## src/hdl/vlos_pkg.sv

```systemverilog
// Shared types and constants for the voxel line-of-sight block.
// Holds field widths and the command/status bundles between controller and datapath.
// No dependencies.
package vlos_pkg;

  // Field widths of one item
  localparam int XY_W  = 6;
  localparam int Z_W   = 4;
  // Error terms stay within +/- 4 * 63, so ten signed bits suffice
  localparam int ERR_W = 10;

  // Controller to datapath commands
  typedef struct packed {
    logic clear;     // zero one row of the grid, advance the sweep address
    logic load;      // capture the accepted item
    logic setup;     // derive lengths, dominant axis and error terms
    logic rd_voxel;  // read the row of the addressed voxel
    logic wr_voxel;  // write back the row with the voxel bit updated
    logic walk;      // issue one read, test the last one, step the line
    logic emit;      // load the result register
  } vlos_cmd_t;

  // Datapath to controller status
  typedef struct packed {
    logic clr_last;   // sweep is at the last row
    logic is_query;   // loaded item is a line query
    logic walk_done;  // occupied voxel found, or every voxel tested
  } vlos_sts_t;

endpackage

```

## src/hdl/vlos_ctrl.sv

```systemverilog
// Controller state machine: clearing sweep, item sequencing and result handshake.
// Depends on vlos_pkg for the command and status bundles.
module vlos_ctrl (
  input  logic                clk,
  input  logic                rst_n,
  input  logic                in_valid,
  output logic                in_ready,
  output logic                out_valid,
  input  logic                out_ready,
  output vlos_pkg::vlos_cmd_t cmd,
  input  vlos_pkg::vlos_sts_t sts
);
  import vlos_pkg::*;

  typedef enum logic [6:0] {
    S_CLEAR  = 7'b0000001,
    S_IDLE   = 7'b0000010,
    S_SETUP  = 7'b0000100,
    S_WR_RD  = 7'b0001000,
    S_WR_WB  = 7'b0010000,
    S_WALK   = 7'b0100000,
    S_FINISH = 7'b1000000
  } state_t;

  state_t state_r, state_nxt;
  logic   out_valid_r, out_valid_nxt;

  // Next state and commands
  always_comb begin
    state_nxt     = state_r;
    cmd           = '0;
    in_ready      = 1'b0;
    out_valid_nxt = out_valid_r & ~out_ready;
    unique case (state_r)
      S_CLEAR: begin
        cmd.clear = 1'b1;
        if (sts.clr_last) state_nxt = S_IDLE;
      end
      S_IDLE: begin
        in_ready = 1'b1;
        if (in_valid) begin
          cmd.load  = 1'b1;
          state_nxt = S_SETUP;
        end
      end
      S_SETUP: begin
        cmd.setup = 1'b1;
        state_nxt = sts.is_query ? S_WALK : S_WR_RD;
      end
      S_WR_RD: begin
        cmd.rd_voxel = 1'b1;
        state_nxt    = S_WR_WB;
      end
      S_WR_WB: begin
        cmd.wr_voxel = 1'b1;
        state_nxt    = S_FINISH;
      end
      S_WALK: begin
        cmd.walk = 1'b1;
        if (sts.walk_done) state_nxt = S_FINISH;
      end
      S_FINISH: begin
        // hold until the result register is free
        if (!out_valid_r || out_ready) begin
          cmd.emit      = 1'b1;
          out_valid_nxt = 1'b1;
          state_nxt     = S_IDLE;
        end
      end
      default: state_nxt = S_CLEAR;
    endcase
  end

  // State and result-valid registers
  always_ff @(posedge clk) begin
    if (!rst_n) begin
      state_r     <= S_CLEAR;
      out_valid_r <= 1'b0;
    end else begin
      state_r     <= state_nxt;
      out_valid_r <= out_valid_nxt;
    end
  end

  assign out_valid = out_valid_r;

endmodule

```

## config.mk

```make
export PLATFORM = sky130hd
export DESIGN_NAME = vlos_ctrl
export DESIGN_NICKNAME = d
export VERILOG_FILES = /design/src/hdl/vlos_pkg.sv /design/src/hdl/vlos_ctrl.sv
export SDC_FILE = /design/constraint.sdc
export NUM_CORES = 1
export LEC_CHECK = 0
export BUFFER_PORTS_ARGS = -buffer_cell sky130_fd_sc_hd__buf_2
export CAP_MARGIN = 20
export CORE_MARGIN = 8
export CORE_UTILIZATION = 35
export CTS_CLUSTER_DIAMETER = 120
export CTS_CLUSTER_SIZE = 8
export DETAILED_ROUTE_END_ITERATION = 8
export RECOVER_POWER = 25
export SYNTH_ARGS = -nofsm -noshare
export SYNTH_HDL_FRONTEND = slang
export SYNTH_SLANG_ARGS = --single-unit
```

## constraint.sdc

```tcl
create_clock -name clk -period 4.95 [get_ports clk]
set_clock_uncertainty 0.2 [all_clocks]
set_input_delay 0.495 -clock clk [delete_from_list [all_inputs] [get_ports clk]]
set_output_delay 0.495 -clock clk [all_outputs]
set_load 0.01 [all_outputs]
```

# ---- Yosys cells after proc, flatten, opt, wreduce, memory -nomap -nowiden
# Cells that the tools add are included.
dict set report totals {
  wordCells 36
  reg_bits 8
  in_bits 7
  output_inout_bits 9
}
dict set report op_classes {
  mux 18
  n_eq_ne 11
  reduce_logical 3
  bitwise_logic 2
}
# op n
set ops {}
lappend ops {{case mux 7 bit (7 select lines)} 1}
lappend ops {{two-way mux 7 bit} 4}
lappend ops {{two-way mux 1 bit} 12}
lappend ops {{inequality test 2 bit, second input constant} 4}
lappend ops {{equality test 7 x 1 -> 1 bit, second input constant} 1}
lappend ops {{equality test 7 x 2 -> 1 bit, second input constant} 1}
lappend ops {{equality test 7 x 3 -> 1 bit, second input constant} 1}
lappend ops {{equality test 7 x 4 -> 1 bit, second input constant} 1}
lappend ops {{equality test 7 x 5 -> 1 bit, second input constant} 1}
lappend ops {{equality test 7 x 6 -> 1 bit, second input constant} 1}
lappend ops {{equality test 7 bit, second input constant} 1}
lappend ops {{two-way mux 6 bit} 1}
lappend ops {{AND reduction 4 bit} 1}
lappend ops {{bitwise AND 1 bit} 1}
lappend ops {{zero test 1 bit} 1}
lappend ops {{logical OR 1 bit} 1}
lappend ops {{inverter 1 bit} 1}

# ---- Depth between registers and ports, before layout
dict set report logic_depth {
  word_depth 4
  ltp_mapped 5
  mapped_depth_nobuf 4
}

# ---- Worst setup path after synthesis
# No wires, ideal clock.
dict set report synth_timing {
  path_kind {reg2out}
  startpoint {register state_r[4]}
  endpoint {output cmd[5] (netlist bit)}
  arrival_time_ns 1.268
  slack_ns 2.987
  n_path_buf 0
  stages_incl_launch_ff 5
  required_time_ns 4.255
  cell_sequence {dfxtp_1 -> nor2_2 -> nand2_2 -> nor4b_2 -> and2_1}
}
# element line
set synth_rtl {}
lappend synth_rtl {{from (decl)} vlos_ctrl.sv:25} ;# state_t state_r, state_nxt;
lappend synth_rtl {{from (signal assigned)} vlos_ctrl.sv:80} ;# state_r <= state_nxt;
lappend synth_rtl {{to (decl)} vlos_ctrl.sv:10} ;# output vlos_pkg::vlos_cmd_t cmd,

==> run summary <==
Commonest non-fill, non-tap cell in the layout -> buf_2
RePlAce Congestion -> 0.8183
PortBufs -> 15
Setup crit end kind -> primary output
Vias in the first global route -> 464
Final period utilization -> 51.32%
# nets final -> 84
CP Launch Type -> register
Register area share after synthesis -> 32.41%
Area share of the largest cell type after synthesis -> 32.41%
Pwr Density -> 319.4 nW/um^2
I/O pin count -> 16
DRC -> 0
Finished Cell Area -> 595.6 sq um
Layout cells sized above 1 -> 26.67%
Vias -> 501
Req. time, crit path -> 4260 ps
DRT Pass-1 Iters -> 4
Global-route wire length before repair -> 2083 microns
Reg clk slew, reported paths -> 50 ps
Ys Warns -> 0
VDD IR-drop max -> 0.1679 mV
Worst R2R Path Depth -> 4
N_diodes -> 0
Critical path's largest stage delay -> 580 ps
CP endpoint -> cmd[5]
Reg2reg end -> state_r[0]
Final count of hold timing violations -> 0
Die Ht -> 53.58 microns
Max-slew violations -> 0
Fin Hold WS -> 299.5 ps
Design Power -> 0.1902 mW
Routed len/inst -> 14.87 microns
CTS tree -> built
Initial Util -> 37.51%
Syn Area/Cell -> 8.377 sq um
Grt total ovfl -> 0
Synthesized area -> 494.2 sq um
Die Area -> 2870 sq um
DP HPWL -> 1022 microns
Critical path class -> reg2out
Antenna-violating nets left -> 0
Dpl cell area -> 580.6 sq um
Clock Sinks -> 8
Clock root buffer -> clkbuf_4
Yosys cell types -> 34
Leading area contributor after synthesis -> dfxtp_1
Crit Reg-Reg Startpoint -> state_r[5]
Core ar. -> 1318 sq um
Synth Flop Type -> dfxtp_1
Die Wd -> 53.58 microns
CTS max path bufs -> 2
Fin crit period -> 2540 ps
Post_cts resized -> 0
Setup_tns -> 0 ps
Measured slew at the worst slew-check pin -> 621.3 ps
Total Routing Usage GR -> 9.978%
Maximum clock frequency -> 393.6 MHz
Post-Synthesis Cells -> 59
Number of synthesized flops with an enable pin -> 0
Total Wirelength -> 1338 microns
Total CTS buffers -> 3
Most frequent cells in the layout -> buf_2 (14), dfxtp_1 (8), nand2_1 (6)
Mapped Nets -> 66
Max Cap Violations -> 0
Final setup fails -> 0
Worst setup path start -> state_r[5]
Crit-path max FO -> 7
R2R Setup Slk -> 3160 ps
Vias per cell -> 5.567
Slowest library cell on the worst path -> nor4b_1
Post-CTS Hold Buffers -> 0
Antenna violations before repair -> 0
Largest net degree at the start of global routing -> 13
Outcome -> completed
Worst min path class -> in2reg
Setup Buffers After CTS -> 0
Synth top area cells -> dfxtp_1 (32%), nor2b_1 (5.1%), nand2_1 (4.6%)
Asr flop ratio synth -> 0%
Pleak -> 0.2765 nW
Clk_lat worst skew -> 260 ps
Unrepaired setup endpoints after global routing -> false
Initial DRC Count -> 8
Slew HR -> 58.00%
Synthesis-to-finish area growth -> 20.51%
Cell Chain, Critical Path -> nor2_2 > nand2_2 > nor4b_1 > and2_1 > buf_2
Std-Cell Rows -> 13
Synth Register Bits -> 8
H-tree depth -> 1
WP data arrival -> 1850 ps
[synthesized netlist by cell type (2+ instances only)]
master	n
nand2_1	6
nor2_1	2
and3_1	3
nor3b_1	2
dfxtp_1	8
inv_1	2
nand2b_1	2
nor2_2	2
nor2b_1	4
nor3_1	2
nand3b_1	2
clkbuf_1	2
[report_power, final]
part           leakage [nW]  switching, mW  internal (mW)
logic                 0.198         0.0316         0.0262
clock network        0.0138         0.0246         0.0279
registers            0.0650        0.00961         0.0703
total                 0.276         0.0659          0.124
[logic make-up (layout without fill, tap and decap cells)]
family,count (synthesis),count (layout),synth area share [%]
buffers and inverters,4,20,3.039
DFF,8,8,32.40
xor gates and xnor gates,1,1,1.772
muxes,1,1,2.025
and+or+nand+nor,35,35,44.81
AOI/OAI and AO/OA,10,10,15.95
[how the worst min path moves through the flow]
stage,to,startpoint,slack (ps),cells past startpoint
final,state_r[5],sts[1],300,3
after global routing,state_r[5],sts[1],300,3
after CTS,state_r[5],sts[1],290,3
after detailed placement,state_r[5],state_r[5],350,2
after global placement,state_r[5],state_r[5],350,2
after floorplan,state_r[5],state_r[5],320,2
[sequential cells by signal, summed over array words and instances, names as in the netlist]
name / count
state_r: 7
out_valid: 1
[critical path, delay by kind of cell (launching register included)]
family        cells  cell delay [ps]
buf+inv           1              120
flops             1              370
simple gates      4             1090
[metal layers]
| metal | part of all wire [%] | vias up | GRT usage [%] |
|---|---|---|---|
| li1 | - | 254 | - |
| met1 | 42 | 230 | 10.83 |
| met2 | 50 | 14 | 16.21 |
| met3 | 6.7 | 3 | 6.061 |
| met4 | 0.90 | 0 | 2.521 |
| met5 | 0 | - | 0 |
[cell type report]
class	count	area, sq um
repair buffers	15	73.82
fillers	141	721.9
multi-input cells	47	312.8
inverters	2	7.507
well taps	15	18.77
flip-flops and latches	8	160.2
clock buffers	3	22.52
[through the flow]
stage | utilization (%) | setup slack (ps) | instances
floorplan | - | 2987 | 59
global placement | 44.06 | 2890 | 87
detailed placement | 44.06 | 2885 | 87
CTS | 45.77 | 2586 | 90
global route | 45.20 | 2232 | 90
finish | 45.20 | 2410 | 90
(Power assumes the default switching activity.)
